### src/rtl/core/bed_pkg.sv
`timescale 1ns / 1ps

package bed_pkg;

  // Width of one text byte, most bytes in one decoded group and width of its count.
  localparam int unsigned ByteW  = 8;
  localparam int unsigned MaxRes = 3;
  localparam int unsigned CntW   = 2;

  // Character codes recognized by the decoder.
  localparam logic [ByteW-1:0] ChBslash = 8'h5C;
  localparam logic [ByteW-1:0] ChX      = 8'h78;
  localparam logic [ByteW-1:0] Ch0      = 8'h30;
  localparam logic [ByteW-1:0] Ch7      = 8'h37;
  localparam logic [ByteW-1:0] Ch9      = 8'h39;
  localparam logic [ByteW-1:0] ChLa     = 8'h61;
  localparam logic [ByteW-1:0] ChLf     = 8'h66;
  localparam logic [ByteW-1:0] ChUa     = 8'h41;
  localparam logic [ByteW-1:0] ChUf     = 8'h46;

  // One queue entry: the decoded bytes of one input word, lowest index first.
  typedef struct packed {
    logic [MaxRes-1:0][ByteW-1:0] bytes;
    logic [CntW-1:0]              cnt;
    logic                         last;
  } entry_t;

endpackage

### src/rtl/core/bed_front.sv
`timescale 1ns / 1ps

module bed_front (
  input  logic             clk_i,
  input  logic             rst_ni,
  input  logic             in_valid_i,
  output logic             in_ready_o,
  input  logic [7:0]       in_byte_i,
  input  logic             in_last_i,
  input  logic             q_full_i,
  output logic             push_o,
  output bed_pkg::entry_t  entry_o
);
  import bed_pkg::*;

  // Escape parser state codes.
  localparam logic [2:0] ModeText = 3'd0;
  localparam logic [2:0] ModeEsc  = 3'd1;
  localparam logic [2:0] ModeHex1 = 3'd2;
  localparam logic [2:0] ModeHex2 = 3'd3;
  localparam logic [2:0] ModeOct  = 3'd4;

  // Letters a-f and A-F carry their value minus nine in the low nibble.
  localparam logic [3:0] HexLetterOfs = 4'd9;

  logic [2:0]       mode_q, mode_d;
  logic [ByteW-1:0] acc_q, acc_d;
  logic [1:0]       dl_q, dl_d;

  logic             accept;
  logic             hex_ok;
  logic [3:0]       hex_v;
  logic             oct_ok;
  logic             plain_emit;
  logic [2:0]       plain_mode;
  logic [ByteW-1:0] oct_acc;
  logic [1:0]       oct_dl;
  entry_t           ent;

  assign in_ready_o = !q_full_i;
  assign accept     = in_valid_i && in_ready_o;

  // Character classification.
  always_comb begin
    hex_ok = 1'b0;
    hex_v  = in_byte_i[3:0];
    if (in_byte_i inside {[Ch0:Ch9]}) begin
      hex_ok = 1'b1;
    end else if (in_byte_i inside {[ChLa:ChLf], [ChUa:ChUf]}) begin
      hex_ok = 1'b1;
      hex_v  = in_byte_i[3:0] + HexLetterOfs;
    end
  end

  assign oct_ok     = in_byte_i inside {[Ch0:Ch7]};
  assign plain_emit = !((in_byte_i == ChBslash) && !in_last_i);
  assign plain_mode = plain_emit ? ModeText : ModeEsc;
  assign oct_acc    = {acc_q[4:0], in_byte_i[2:0]};
  assign oct_dl     = dl_q - 2'd1;

  // Decode one word into up to three bytes and the next parser state.
  always_comb begin
    mode_d          = mode_q;
    acc_d           = acc_q;
    dl_d            = dl_q;
    ent.bytes[0]    = in_byte_i;
    ent.bytes[1]    = in_byte_i;
    ent.bytes[2]    = in_byte_i;
    ent.cnt         = 2'd0;
    ent.last        = in_last_i;

    case (mode_q)
      ModeEsc: begin
        if (in_byte_i == ChX) begin
          if (in_last_i) begin
            ent.bytes[0] = ChBslash;
            ent.cnt      = 2'd2;
            mode_d       = ModeText;
          end else begin
            mode_d = ModeHex1;
          end
        end else if (oct_ok) begin
          acc_d = {5'd0, in_byte_i[2:0]};
          dl_d  = (in_byte_i == Ch0) ? 2'd3 : 2'd2;
          if (in_last_i) begin
            ent.bytes[0] = {5'd0, in_byte_i[2:0]};
            ent.cnt      = 2'd1;
            mode_d       = ModeText;
          end else begin
            mode_d = ModeOct;
          end
        end else if (in_byte_i == ChBslash) begin
          ent.cnt = 2'd1;
          mode_d  = ModeText;
        end else begin
          // Unknown escape keeps the backslash in front of the character.
          ent.bytes[0] = ChBslash;
          ent.cnt      = 2'd2;
          mode_d       = ModeText;
        end
      end
      ModeHex1: begin
        if (hex_ok) begin
          acc_d = {4'd0, hex_v};
          if (in_last_i) begin
            ent.bytes[0] = {4'd0, hex_v};
            ent.cnt      = 2'd1;
            mode_d       = ModeText;
          end else begin
            mode_d = ModeHex2;
          end
        end else begin
          // No hex digit: give back the backslash and the x, then plain text.
          ent.bytes[0] = ChBslash;
          ent.bytes[1] = ChX;
          ent.cnt      = plain_emit ? 2'd3 : 2'd2;
          mode_d       = plain_mode;
        end
      end
      ModeHex2: begin
        if (hex_ok) begin
          ent.bytes[0] = {acc_q[3:0], hex_v};
          ent.cnt      = 2'd1;
          mode_d       = ModeText;
        end else begin
          ent.bytes[0] = acc_q;
          ent.cnt      = plain_emit ? 2'd2 : 2'd1;
          mode_d       = plain_mode;
        end
      end
      ModeOct: begin
        if (oct_ok && (dl_q != 2'd0)) begin
          acc_d = oct_acc;
          dl_d  = oct_dl;
          if ((oct_dl == 2'd0) || in_last_i) begin
            ent.bytes[0] = oct_acc;
            ent.cnt      = 2'd1;
            mode_d       = ModeText;
          end
        end else begin
          ent.bytes[0] = acc_q;
          ent.cnt      = plain_emit ? 2'd2 : 2'd1;
          mode_d       = plain_mode;
        end
      end
      default: begin
        ent.cnt = plain_emit ? 2'd1 : 2'd0;
        mode_d  = plain_mode;
      end
    endcase

    // Back in text or at the end of the text the escape state starts over.
    if ((mode_d == ModeText) || in_last_i) begin
      mode_d = ModeText;
      acc_d  = '0;
      dl_d   = 2'd0;
    end
  end

  assign push_o  = accept && (ent.cnt != 2'd0);
  assign entry_o = ent;

  // Parser state advances on every accepted word.
  always_ff @(posedge clk_i or negedge rst_ni) begin
    if (!rst_ni) begin
      mode_q <= ModeText;
      acc_q  <= '0;
      dl_q   <= 2'd0;
    end else if (accept) begin
      mode_q <= mode_d;
      acc_q  <= acc_d;
      dl_q   <= dl_d;
    end
  end

endmodule

### src/rtl/core/bed_queue.sv
`timescale 1ns / 1ps

module bed_queue #(
  parameter int unsigned Depth = 4
) (
  input  logic             clk_i,
  input  logic             rst_ni,
  input  logic             push_i,
  input  bed_pkg::entry_t  push_entry_i,
  output logic             full_o,
  input  logic             pop_i,
  output logic             head_valid_o,
  output bed_pkg::entry_t  head_entry_o
);
  import bed_pkg::*;

  localparam int unsigned PtrW = (Depth > 1) ? $clog2(Depth) : 1;
  localparam int unsigned CntW = $clog2(Depth + 1);
  localparam logic [PtrW-1:0] LastPtr = PtrW'(Depth - 1);
  localparam logic [CntW-1:0] FullCnt = CntW'(Depth);

  entry_t          store_q [Depth];
  logic [PtrW-1:0] wr_ptr_q, wr_ptr_d;
  logic [PtrW-1:0] rd_ptr_q, rd_ptr_d;
  logic [CntW-1:0] count_q, count_d;
  logic            do_push;
  logic            do_pop;

  assign full_o       = (count_q == FullCnt);
  assign head_valid_o = (count_q != '0);
  assign head_entry_o = store_q[rd_ptr_q];
  assign do_push      = push_i && !full_o;
  assign do_pop       = pop_i && head_valid_o;

  // Pointer wrap and fill count.
  always_comb begin
    wr_ptr_d = wr_ptr_q;
    rd_ptr_d = rd_ptr_q;
    count_d  = count_q;
    if (do_push) begin
      wr_ptr_d = (wr_ptr_q == LastPtr) ? '0 : wr_ptr_q + 1'b1;
    end
    if (do_pop) begin
      rd_ptr_d = (rd_ptr_q == LastPtr) ? '0 : rd_ptr_q + 1'b1;
    end
    if (do_push && !do_pop) begin
      count_d = count_q + 1'b1;
    end else if (do_pop && !do_push) begin
      count_d = count_q - 1'b1;
    end
  end

  always_ff @(posedge clk_i or negedge rst_ni) begin
    if (!rst_ni) begin
      wr_ptr_q <= '0;
      rd_ptr_q <= '0;
      count_q  <= '0;
    end else begin
      wr_ptr_q <= wr_ptr_d;
      rd_ptr_q <= rd_ptr_d;
      count_q  <= count_d;
    end
  end

  // Entry storage needs no reset; the fill count guards it.
  always_ff @(posedge clk_i) begin
    if (do_push) begin
      store_q[wr_ptr_q] <= push_entry_i;
    end
  end

endmodule

### src/rtl/core/bed_back.sv
`timescale 1ns / 1ps

module bed_back (
  input  logic             clk_i,
  input  logic             rst_ni,
  input  logic             head_valid_i,
  input  bed_pkg::entry_t  head_entry_i,
  output logic             pop_o,
  output logic             out_valid_o,
  input  logic             out_ready_i,
  output logic [7:0]       out_byte_o,
  output logic             out_run_last_o,
  output logic             out_text_end_o
);
  import bed_pkg::*;

  logic             valid_q, valid_d;
  logic [ByteW-1:0] byte_q, byte_d;
  logic             run_last_q, run_last_d;
  logic             text_end_q, text_end_d;
  logic [1:0]       idx_q, idx_d;
  logic             load;
  logic             at_end;

  // The output register takes a new word when empty or when its word leaves.
  assign load   = !valid_q || out_ready_i;
  assign at_end = (idx_q == (head_entry_i.cnt - 2'd1));
  assign pop_o  = load && head_valid_i && at_end;

  always_comb begin
    valid_d    = valid_q;
    byte_d     = byte_q;
    run_last_d = run_last_q;
    text_end_d = text_end_q;
    idx_d      = idx_q;
    if (load) begin
      valid_d = head_valid_i;
      if (head_valid_i) begin
        byte_d     = head_entry_i.bytes[idx_q];
        run_last_d = at_end;
        text_end_d = at_end && head_entry_i.last;
        idx_d      = at_end ? 2'd0 : idx_q + 2'd1;
      end
    end
  end

  always_ff @(posedge clk_i or negedge rst_ni) begin
    if (!rst_ni) begin
      valid_q <= 1'b0;
      idx_q   <= 2'd0;
    end else begin
      valid_q <= valid_d;
      idx_q   <= idx_d;
    end
  end

  // Output payload.
  always_ff @(posedge clk_i) begin
    byte_q     <= byte_d;
    run_last_q <= run_last_d;
    text_end_q <= text_end_d;
  end

  assign out_valid_o    = valid_q;
  assign out_byte_o     = byte_q;
  assign out_run_last_o = run_last_q;
  assign out_text_end_o = text_end_q;

endmodule

### src/rtl/core/backslash_escape_decoder.sv
// The decoded bytes of an input word pass through the queue and then the output register to m_axis.
// Throughput: one input word per cycle while each decodes to at most one byte and the queue is not full.
// A word that decodes to two or three bytes leaves the serializer as that many output words.
// The queue between parser and serializer absorbs these bursts up to QueueDepth entries.
// Reset is asynchronous and active low; it clears the parser, queue and output at once.
`timescale 1ns / 1ps

module backslash_escape_decoder #(
  parameter int unsigned QueueDepth = 4
) (
  input  logic       clk_i,
  input  logic       rst_ni,
  input  logic       s_axis_tvalid,
  output logic       s_axis_tready,
  input  logic [7:0] s_axis_tdata,   // [7:0] in_byte
  input  logic       s_axis_tlast,   // is_last
  output logic       m_axis_tvalid,
  input  logic       m_axis_tready,
  output logic [7:0] m_axis_tdata,   // [7:0] out_byte
  output logic       m_axis_tlast,   // run_last
  output logic       m_axis_tuser    // [0] text_end
);
  import bed_pkg::*;

  logic   push;
  entry_t push_entry;
  logic   q_full;
  logic   pop;
  logic   head_valid;
  entry_t head_entry;

  // Parser: takes text words and turns them into groups of decoded bytes.
  bed_front u_front (
    .clk_i      (clk_i),
    .rst_ni     (rst_ni),
    .in_valid_i (s_axis_tvalid),
    .in_ready_o (s_axis_tready),
    .in_byte_i  (s_axis_tdata),
    .in_last_i  (s_axis_tlast),
    .q_full_i   (q_full),
    .push_o     (push),
    .entry_o    (push_entry)
  );

  // Queue of decoded groups.
  bed_queue #(
    .Depth (QueueDepth)
  ) u_queue (
    .clk_i        (clk_i),
    .rst_ni       (rst_ni),
    .push_i       (push),
    .push_entry_i (push_entry),
    .full_o       (q_full),
    .pop_i        (pop),
    .head_valid_o (head_valid),
    .head_entry_o (head_entry)
  );

  // Serializer: sends the bytes of each group one word at a time.
  bed_back u_back (
    .clk_i          (clk_i),
    .rst_ni         (rst_ni),
    .head_valid_i   (head_valid),
    .head_entry_i   (head_entry),
    .pop_o          (pop),
    .out_valid_o    (m_axis_tvalid),
    .out_ready_i    (m_axis_tready),
    .out_byte_o     (m_axis_tdata),
    .out_run_last_o (m_axis_tlast),
    .out_text_end_o (m_axis_tuser)
  );

endmodule

### config.mk
export PLATFORM = sky130hd
export DESIGN_NAME = backslash_escape_decoder
export DESIGN_NICKNAME = d
export VERILOG_FILES = /design/src/rtl/core/bed_pkg.sv /design/src/rtl/core/bed_front.sv /design/src/rtl/core/bed_queue.sv /design/src/rtl/core/bed_back.sv /design/src/rtl/core/backslash_escape_decoder.sv
export SDC_FILE = /design/constraint.sdc
export NUM_CORES = 1
export LEC_CHECK = 0
export BUFFER_PORTS_ARGS = -buffer_cell sky130_fd_sc_hd__buf_2
export CORE_ASPECT_RATIO = 1.2
export CORE_MARGIN = 5
export CORE_UTILIZATION = 50
export CTS_CLUSTER_DIAMETER = 50
export DETAILED_ROUTE_END_ITERATION = 8
export PLACE_DENSITY_LB_ADDON = 0.3
export SYNTH_ARGS = -nofsm -noshare
export SYNTH_HDL_FRONTEND = slang
export SYNTH_SLANG_ARGS = --single-unit
### constraint.sdc
create_clock -name clk_i -period 6.4 [get_ports clk_i]
set_clock_uncertainty 0.2 [all_clocks]
set_input_delay 0.64 -clock clk_i [delete_from_list [all_inputs] [get_ports clk_i]]
set_output_delay 0.64 -clock clk_i [all_outputs]
set_load 0.03 [all_outputs]
==> results by group, run 1 <==
Detailed routing
  – Routed wire length: 14600 um
  – Drt first pass iters: 5
  – Via-to-Cell Ratio: 6.16
  – DRC: 0
  – Vias: 4088
  – Post-route ant nets: 0
  – Routed len/inst: 22.0 um
  – Initial detailed-routing violation count: 350

Power
  – Reg power frac: 44.0%
  – Sw frac: 31.6%
  – Pwr per Cell Area: 412 mW/mm^2
  – Combinational Power Share: 26.4%
  – Pint: 2.10 mW
  – Leak: 2.64 nW
  – Max IR drop VDD: 0.216 mV
  – P_sw: 0.970 mW
  – Total Power: 3.07 mW
  – Clock share of power: 29.6%

CTS
  – TritonCTS clock tree: yes
  – Num Clock Sinks: 141
  – Clock transition at the registers of the reported paths: 60 ps
  – CTS Buf Count: 17
  – Number of setup buffers added after CTS: 0
  – CTS root buf: clkbuf_16
  – Post-cts resize count: 0
  – Post-CTS Hold Buffers: 0
  – CTS max path bufs: 2
  – H-tree depth: 4
  – Clock insertion delay at the later pin of the skew report: 410 ps

Floorplan
  – Initial cell density of the core: 50.5%
  – IO Count: 25
  – Area of the core: 0.0131 sq mm
  – Die W: 115 um
  – Area of the die: 0.0157 sq mm
  – Row count: 46
  – Die Y: 136 um

Setup path
  – CP max FO: 11
  – Critical path endpoint category: flop
  – CP Class: in2reg
  – R2R cell count: 11
  – Worst EP arrival: 4100 ps
  – Critical Path RT: 6490 ps
  – Setup crit start kind: input port

STA
  – Max Freq: 0.250 GHz
  – Aggregate negative setup slack: 0 ps
  – Actual slew at the worst max-slew pin: 968 ps
  – Unrepaired setup endpoints after global routing: false
  – Hold Fails Final Rpt: 0
  – Setup violations, final: 0
  – Relative slew slack: 35.4%
  – Final min period: 4010 ps
  – Fin crit share: 62.6%
  – Final Max Slew Viols: 0

Yosys
  – Synth Register Bits: 141
  – Synthesis Warnings: 0
  – Cells after Synth: 457
  – Main synth FF type: edfxtp_1
  – Synth top area share: 53.4%
  – Synth top area cells: edfxtp_1 (53%), mux4_2 (9.2%), dfrtp_1 (8.7%), ha_1 (2.3%), mux2i_1 (1.8%)
  – Syn Nets: 483
  – Post-Syn Area: 0.00663 sq mm
  – Largest area contributor in the netlist: edfxtp_1
  – Syn avg cell area: 14.5 sq um
  – Synth unique cells: 69
  – Post-synth EDFFs: 118
  – Ys async rst share: 16.3%
  – Share of the yosys chip area belonging to registers: 62.1%

Run
  – Max-cap viol count: 0

GRT
  – Vias in the first global route: 4199
  – First-pass GRT wire length: 23200 um
  – Total global-route track usage: 19.9%
  – Initial antenna violation count: 0
  – Total congestion overflow: 0
  – Pin count of the biggest net entering global routing: 31

Worst hold path
  – Worst hold-check path type: in2async

Place
  – Post-DP HPWL: 9630 um
  – IO Port Bufs: 24
  – Final GP Congestion: 0.910

Cells and area
  – Number of fill cells: 1061
  – # diodes: 0
  – Layout area overhead: 12.4%
  – Commonest non-fill, non-tap cell in the layout: edfxtp_1
  – Fin nets: 509
  – Most frequent cells in the layout: edfxtp_1 (118), nor2_1 (27), mux4_2 (27)
  – Fraction of layout cells with a size suffix above 1: 20.6%

Run status
  – Status: finished, final reports clean
-- critical path, cell delays in order --
cell and delay [ps]:
buf_2 210, inv_1 130, ha_1 250, nor3b_1 150, nor4_2 450, a21oi_1 420, a311oi_1 600, a31oi_1 240
ha_1 260, inv_1 70, fa_1 400, mux2_2 270
-- cells by family after synthesis --
logic type                 synth area share [%]
DFF                                        62.1
and+or+nand+nor                            9.51
AOI/OAI and AO/OA                          10.4
buffers and inverters                      2.83
muxes                                      11.5
adders and majority gates                  2.57
xor gates and xnor gates                   1.06
-- per-layer routing --
metal / up-vias / share of wire (%) / global-route usage (%)
met5: - / 0 / 0
met4: 0 / 2.3 / 7.70
met3: 24 / 4.9 / 4.54
met2: 145 / 52 / 33.0
met1: 2069 / 41 / 25.4
li1: 1850 / - / -
-- cell usage after synthesis, drive strengths merged, types with 3 or more instances --
library cell    n
xor2            3
nor3            8
dfrtp          23
a22o            4
a21o            5
nand2b         10
and2           10
mux4           27
o2bb2ai         4
clkbuf         13
a211oi          5
o21ai          13
nor3b           3
nand2          23
nor4            3
o22ai          10
mux2            3
a21oi          14
ha             12
buf            10
edfxtp        118
nor2           27
o211ai          7
mux2i          12
a31oi           3
xnor2           5
o31ai           3
nand3           9
inv            21
or3b            4
-- power by group through the flow --
stage               Combinational [mW]  Clock [mW]  Sequential, mW
global placement                 0.800           0            1.36
floorplan                        0.589           0            1.37
finish                           0.809       0.908            1.35
CTS                              0.826       0.922            1.36
global route                     0.880       0.967            1.38
detailed placement               0.820           0            1.38
-- flip-flops by register name, indices dropped and copies added (netlist names), 3 cells and up --
register           flops
u_queue.store_q      108
u_front.mode_q         3
u_queue.count_q        3
u_back.out_byte_o      8
u_front.acc_q          8
-- area by class of cell --
| type | count | area [sq um] | share of cell area [%] |
|---|---|---|---|
| multi-input combinational | 272 | 2320 | 31.2 |
| tap | 168 | 210 | 2.82 |
| inverter | 21 | 78.8 | 1.06 |
| clock inverter | 15 | 126 | 1.70 |
| timing repair buffer | 30 | 165 | 2.22 |
| clock buffer | 17 | 425 | 5.71 |
| sequential | 141 | 4120 | 55.3 |
-- worst paths after layout --
path / slack, ps / end / start
hold / removal: 9 / u_front.mode_q[0] / rst_ni
max in group asynchronous: 5600 / u_queue.rd_ptr_q[0] / rst_ni
min in group clk_i: 280 / u_queue.count_q[2] / u_queue.count_q[2]
hold reg to reg: 280 / u_queue.count_q[2] / u_queue.count_q[2]
setup / recovery: 2390 / u_queue.count_q[1] / s_axis_tdata[0]
setup reg to reg: 2440 / u_queue.count_q[2] / u_front.mode_q[0]
-- per-stage QoR --
stage	hold WS [ps]	cells	setup WS, ps	util, %	instance area [sq um]
2_1_floorplan	144	457	2800	-	6630
3_3_place_gp	265	632	2110	52.6	6900
3_5_place_dp	276	632	1970	52.6	6900
4_1_cts	30.0	664	2410	56.8	7450
5_1_grt	41.1	664	2080	56.8	7450
6_report	9.50	664	2390	56.8	7450
Note: power is estimated with default switching activity, not from simulation.
==> run 2, diff against run 1 <==
clock period = 3.57 ns   (was 6.4 ns; I/O delays follow)
==> run 2 against run 1 <==
  * Critical path depth unchanged
  * Wire length barely moved
  * Sequential share of layout area fell by 2.5 points
  * Die area did not move
  * Sequential power up 72%
==> results by group, run 2 (synthesis results as in run 1) <==
Run status
  – Status: finished, final reports clean

Cells and area
  – Commonest non-fill, non-tap cell in the layout: edfxtp_1
  – Largest reg by FF count: u_queue.store_q
  – Fraction of layout cells with a size suffix above 1: 25.3%
  – Fin nets: 542
  – # diodes: 0
  – Post-Route Utilization: 59.5%
  – Layout area overhead: 17.8%
  – Fin area: 0.00781 sq mm
  – Max FFs per register: 108
  – Fin cells: 697
  – Most frequent cells in the layout: edfxtp_1 (118), buf_4 (33), nor2_1 (27), mux4_2 (27), buf_2 (24)

Run
  – Max-cap viol count: 0

Floorplan
  – Area of the die: 0.0157 sq mm
  – Area of the core: 0.0131 sq mm
  – Die Y: 136 um
  – IO Count: 25
  – Die W: 115 um
  – Initial cell density of the core: 50.5%
  – Row count: 46

Setup path
  – CP Class: reg2reg
  – Critical path endpoint category: flop
  – R2R cell count: 12
  – Setup crit start kind: flop
  – Worst EP arrival: 3370 ps
  – Critical Path RT: 3700 ps
  – R2R Setup Slk: 330 ps
  – CP max FO: 5

GRT
  – First-pass GRT wire length: 23500 um
  – Initial antenna violation count: 0
  – Vias in the first global route: 4320
  – Total congestion overflow: 0
  – Pin count of the biggest net entering global routing: 28
  – Total global-route track usage: 20.1%

Power
  – Combinational Power Share: 28.6%
  – Reg power frac: 40.6%
  – Leak: 2.83 nW
  – P_sw: 1.74 mW
  – Max IR drop VDD: 0.329 mV
  – Clock share of power: 30.8%
  – Sw frac: 30.4%
  – Pwr per Cell Area: 731 mW/mm^2
  – Total Power: 5.71 mW
  – Pint: 3.98 mW

Detailed routing
  – Via-to-Cell Ratio: 6.03
  – Vias: 4202
  – Initial detailed-routing violation count: 390
  – Drt first pass iters: 5
  – Post-route ant nets: 0
  – Routed len/inst: 21.0 um
  – Routed wire length: 14600 um
  – DRC: 0

STA
  – Unrepaired setup endpoints after global routing: false
  – Setup violations, final: 0
  – Relative slew slack: 54.7%
  – Fin crit share: 90.7%
  – Final min period: 3240 ps
  – Aggregate negative setup slack: 0 ps
  – Final Max Slew Viols: 0
  – Actual slew at the worst max-slew pin: 680 ps
  – Hold Fails Final Rpt: 0
  – Max Freq: 0.309 GHz

Worst hold path
  – Worst hold-check path type: in2reg
  – Worst hold path stage count: 1

CTS
  – H-tree depth: 4
  – Clock insertion delay at the later pin of the skew report: 420 ps
  – CTS Buf Count: 17
  – CTS max path bufs: 2
  – TritonCTS clock tree: yes
  – CTS root buf: clkbuf_16
  – Clock transition at the registers of the reported paths: 60 ps
  – Number of setup buffers added after CTS: 0
  – Num Clock Sinks: 141

Place
  – Placed insts: 663
  – Post-DP HPWL: 10000 um
  – IO Port Bufs: 24
  – Placed instance area: 0.00718 sq mm
  – Final GP Congestion: 0.937
[run 2: metal layers]
layer / vias up / GRT usage, % / wire [um]
met2: 161 / 33.4 / 7410
met1: 2085 / 25.3 / 6020
met3: 32 / 4.10 / 744
met5: - / 0 / 0
li1: 1924 / - / -
met4: 0 / 8.87 / 442
[run 2: worst paths after layout]
kind                               startpoint                endpoint
max in group asynchronous              rst_ni     u_queue.rd_ptr_q[0]
min                           s_axis_tdata[6]  u_queue.store_q[3][25]
max reg2reg                 u_front.mode_q[1]      u_queue.count_q[2]
min reg2reg                u_queue.count_q[2]      u_queue.count_q[2]
max                         u_front.mode_q[1]      u_queue.count_q[2]
min in group asynchronous              rst_ni       u_front.mode_q[2]
[run 2: final cells by class]
cell class	instances	area, sq um
multi-input combinational	272	2330
clock buffer	17	425
tap	168	210
inverter	21	78.8
clock inverter	15	176
sequential	141	4120
fill	1035	5310
timing repair buffer	63	468
[run 2: metrics by stage]
step	hold WS (ps)	setup WS, ps
floorplan	-139	256
global placement	180	224
detailed placement	189	107
CTS	16.5	226
global route	36.6	104
finish	33.7	332
[run 2: worst max-delay path: stages, from the launching register on]
cell     delay, ps
dfrtp_1        370
or3b_2         510
nor4b_2        340
buf_4          180
nor3_1          40
a21o_1         210
a31oi_2        190
ha_1           220
inv_1           60
fa_1           370
xor2_1         170
nor2_1         130
xor2_1         170
[run 2: repair_timing]
item | 4_1_cts | 5_1_grt
resized for setup | 0 | 1
hold buffers | 2 | 0
endpoints found under the setup margin | 0 | 1
hold endpoints to repair | 24 | 0
[run 2: power by group through the flow]
stage	combinational (mW)	sequential [mW]	clock, mW
6_report	1.63	2.32	1.76
5_1_grt	1.79	2.35	1.88
4_1_cts	1.67	2.32	1.80
3_5_place_dp	1.66	2.35	0
3_3_place_gp	1.62	2.33	0
2_1_floorplan	1.06	2.45	0
==> run 3, diff against run 2 <==
CORE_ASPECT_RATIO = default   (was 1.2)
==> run 3 against run 2 <==
  * Worst setup slack got worse by 19 ps
  * Non-clock buffer count decreased by 2
  * Register-to-register slack got worse by 20 ps
  * Final area decreased by 0.75%
  * First-iteration DRC count decreased by 17%
  * Hold slack improved by 30 ps
  * Global-route usage increased by 0.39 points
  * Power decreased by 1.8%
==> results by group, run 3 (synthesis results as in run 1) <==
GRT
  – First-pass GRT wire length: 24400 um
  – Pin count of the biggest net entering global routing: 29
  – Initial antenna violation count: 0
  – Total congestion overflow: 0
  – Total global-route track usage: 20.4%
  – Vias in the first global route: 4321

CTS
  – H-tree depth: 4
  – Clock transition at the registers of the reported paths: 60 ps
  – CTS Buf Count: 17
  – TritonCTS clock tree: yes
  – Num Clock Sinks: 141
  – Number of setup buffers added after CTS: 0
  – Clock insertion delay at the later pin of the skew report: 410 ps
  – CTS root buf: clkbuf_16
  – CTS max path bufs: 2

Detailed routing
  – Vias: 4202
  – Routed len/inst: 21.7 um
  – WL met1: 6390 um
  – Highest metal used: met4
  – Via-to-Cell Ratio: 5.99
  – Met2 WL post-DR: 7770 um
  – Initial detailed-routing violation count: 323
  – DRC: 0
  – Routed wire length: 15200 um
  – Drt first pass iters: 5
  – Post-route ant nets: 0
  – Met3 wire len: 784 um

Setup path
  – CP Class: reg2reg
  – CP max FO: 6
  – CP cell instances: inv_1 > ha_1 > or4_1 > o21a_1 > o32ai_1 > a21o_1 > a31oi_1 > ha_1 > inv_1 > fa_1 > mux2_2
  – Worst path max stage delay: 520 ps
  – Setup crit start kind: flop
  – Critical path endpoint category: flop
  – Worst EP arrival: 3360 ps
  – Slowest cell on crit path: or4_1
  – Critical Path RT: 3670 ps

Cells and area
  – Register area: 0.00412 sq mm
  – Commonest non-fill, non-tap cell in the layout: edfxtp_1
  – Fraction of layout cells with a size suffix above 1: 24.2%
  – Number of fill cells: 1044
  – Most frequent cells in the layout: edfxtp_1 (118), buf_4 (31), nor2_1 (27), mux4_2 (27), buf_2 (24)
  – # diodes: 0
  – Fin nets: 540
  – Fin area: 0.00775 sq mm
  – Largest reg by FF count: u_queue.store_q
  – Max FFs per register: 108
  – Post-Route Utilization: 59.0%
  – Layout area overhead: 16.9%
  – Fin cells: 701
  – Multi-input logic area: 0.00232 sq mm

Floorplan
  – Area of the core: 0.0131 sq mm
  – Die W: 125 um
  – Row count: 42
  – IO Count: 25
  – Area of the die: 0.0157 sq mm
  – Die Y: 125 um
  – Initial cell density of the core: 50.5%

Place
  – Final GP Congestion: 0.921
  – Post-DP HPWL: 9970 um
  – IO Port Bufs: 24
  – DP Worst Slack: 71.6 ps
  – Placed instance area: 0.00718 sq mm
  – Placed insts: 669

STA
  – Aggregate negative setup slack: 0 ps
  – Final Max Slew Viols: 0
  – Final min period: 3260 ps
  – Unrepaired setup endpoints after global routing: false
  – Hold Fails Final Rpt: 0
  – Relative slew slack: 48.0%
  – Setup violations, final: 0
  – Fin crit share: 91.2%
  – Max Freq: 0.307 GHz
  – Actual slew at the worst max-slew pin: 771 ps
  – Final worst slack: 313 ps

Power
  – Pint: 3.93 mW
  – Pwr per Cell Area: 724 mW/mm^2
  – P_sw: 1.68 mW
  – Clock share of power: 29.5%
  – Max IR drop VDD: 0.371 mV
  – Leak: 2.80 nW
  – Reg power frac: 41.4%
  – Sw frac: 30.0%
  – Combinational Power Share: 29.1%

Worst hold path
  – Worst hold-check path type: in2reg

Run status
  – Status: finished, final reports clean

Run
  – Max-cap viol count: 0
run 3: path summary, 6_finish.rpt:
check / slack (ps) / from / cells past startpoint / end
worst max-delay path: 310 / u_front.dl_q[0] / 11 / u_queue.count_q[1]
worst min-delay path: 60 / s_axis_tdata[6] / 1 / u_queue.store_q[0][25]
worst max register to register: 310 / u_front.dl_q[0] / 11 / u_queue.count_q[1]
worst min register to register: 290 / u_queue.count_q[2] / 1 / u_queue.count_q[2]
max in group asynchronous: 2490 / rst_ni / 2 / u_queue.rd_ptr_q[0]
min in group asynchronous: 260 / rst_ni / 2 / u_front.dl_q[1]
run 3: routing by layer:
metal	global-route usage, %	vias up
met2	33.8	122
met4	7.97	0
met1	26.5	2146
met5	0	-
li1	-	1916
met3	4.69	18
run 3: stage by stage:
| step | power (mW) | hold WS [ps] |
|---|---|---|
| detailed placement | 4.01 | 187 |
| finish | 5.61 | 63.6 |
| global route | 5.91 | 54.1 |
| global placement | 3.96 | 178 |
| floorplan | 3.51 | -139 |
| CTS | 5.69 | 46.1 |
run 3: final cells by class:
class,instances,area share [%]
clock buffer,18,5.54
clock inverter,12,1.61
inverter,21,1.02
multi-input combinational,272,30.0
sequential,141,53.2
tap,176,2.84
timing repair buffer,61,5.84
run 3: timing repair:
| action | in CTS | in global routing |
|---|---|---|
| hold buffers | 2 | 0 |
| endpoints found under the hold margin | 24 | 0 |
| gates resized for setup | 0 | 0 |
run 3: critical path: cells and delay by family, from the launching register on:
| kind | cells | cell delay [ps] |
|---|---|---|
| AOI/OAI and AO/OA | 4 | 630 |
| buffers and inverters | 2 | 140 |
| adders and majority gates | 3 | 930 |
| DFF | 1 | 450 |
| muxes | 1 | 270 |
| and+or+nand+nor | 1 | 520 |
run 3: power groups by stage:
stage	Sequential, mW	Combinational, mW	Clock [mW]
CTS	2.33	1.67	1.69
global placement	2.33	1.62	0
finish	2.32	1.64	1.65
global route	2.36	1.78	1.77
floorplan	2.45	1.06	0
detailed placement	2.35	1.67	0
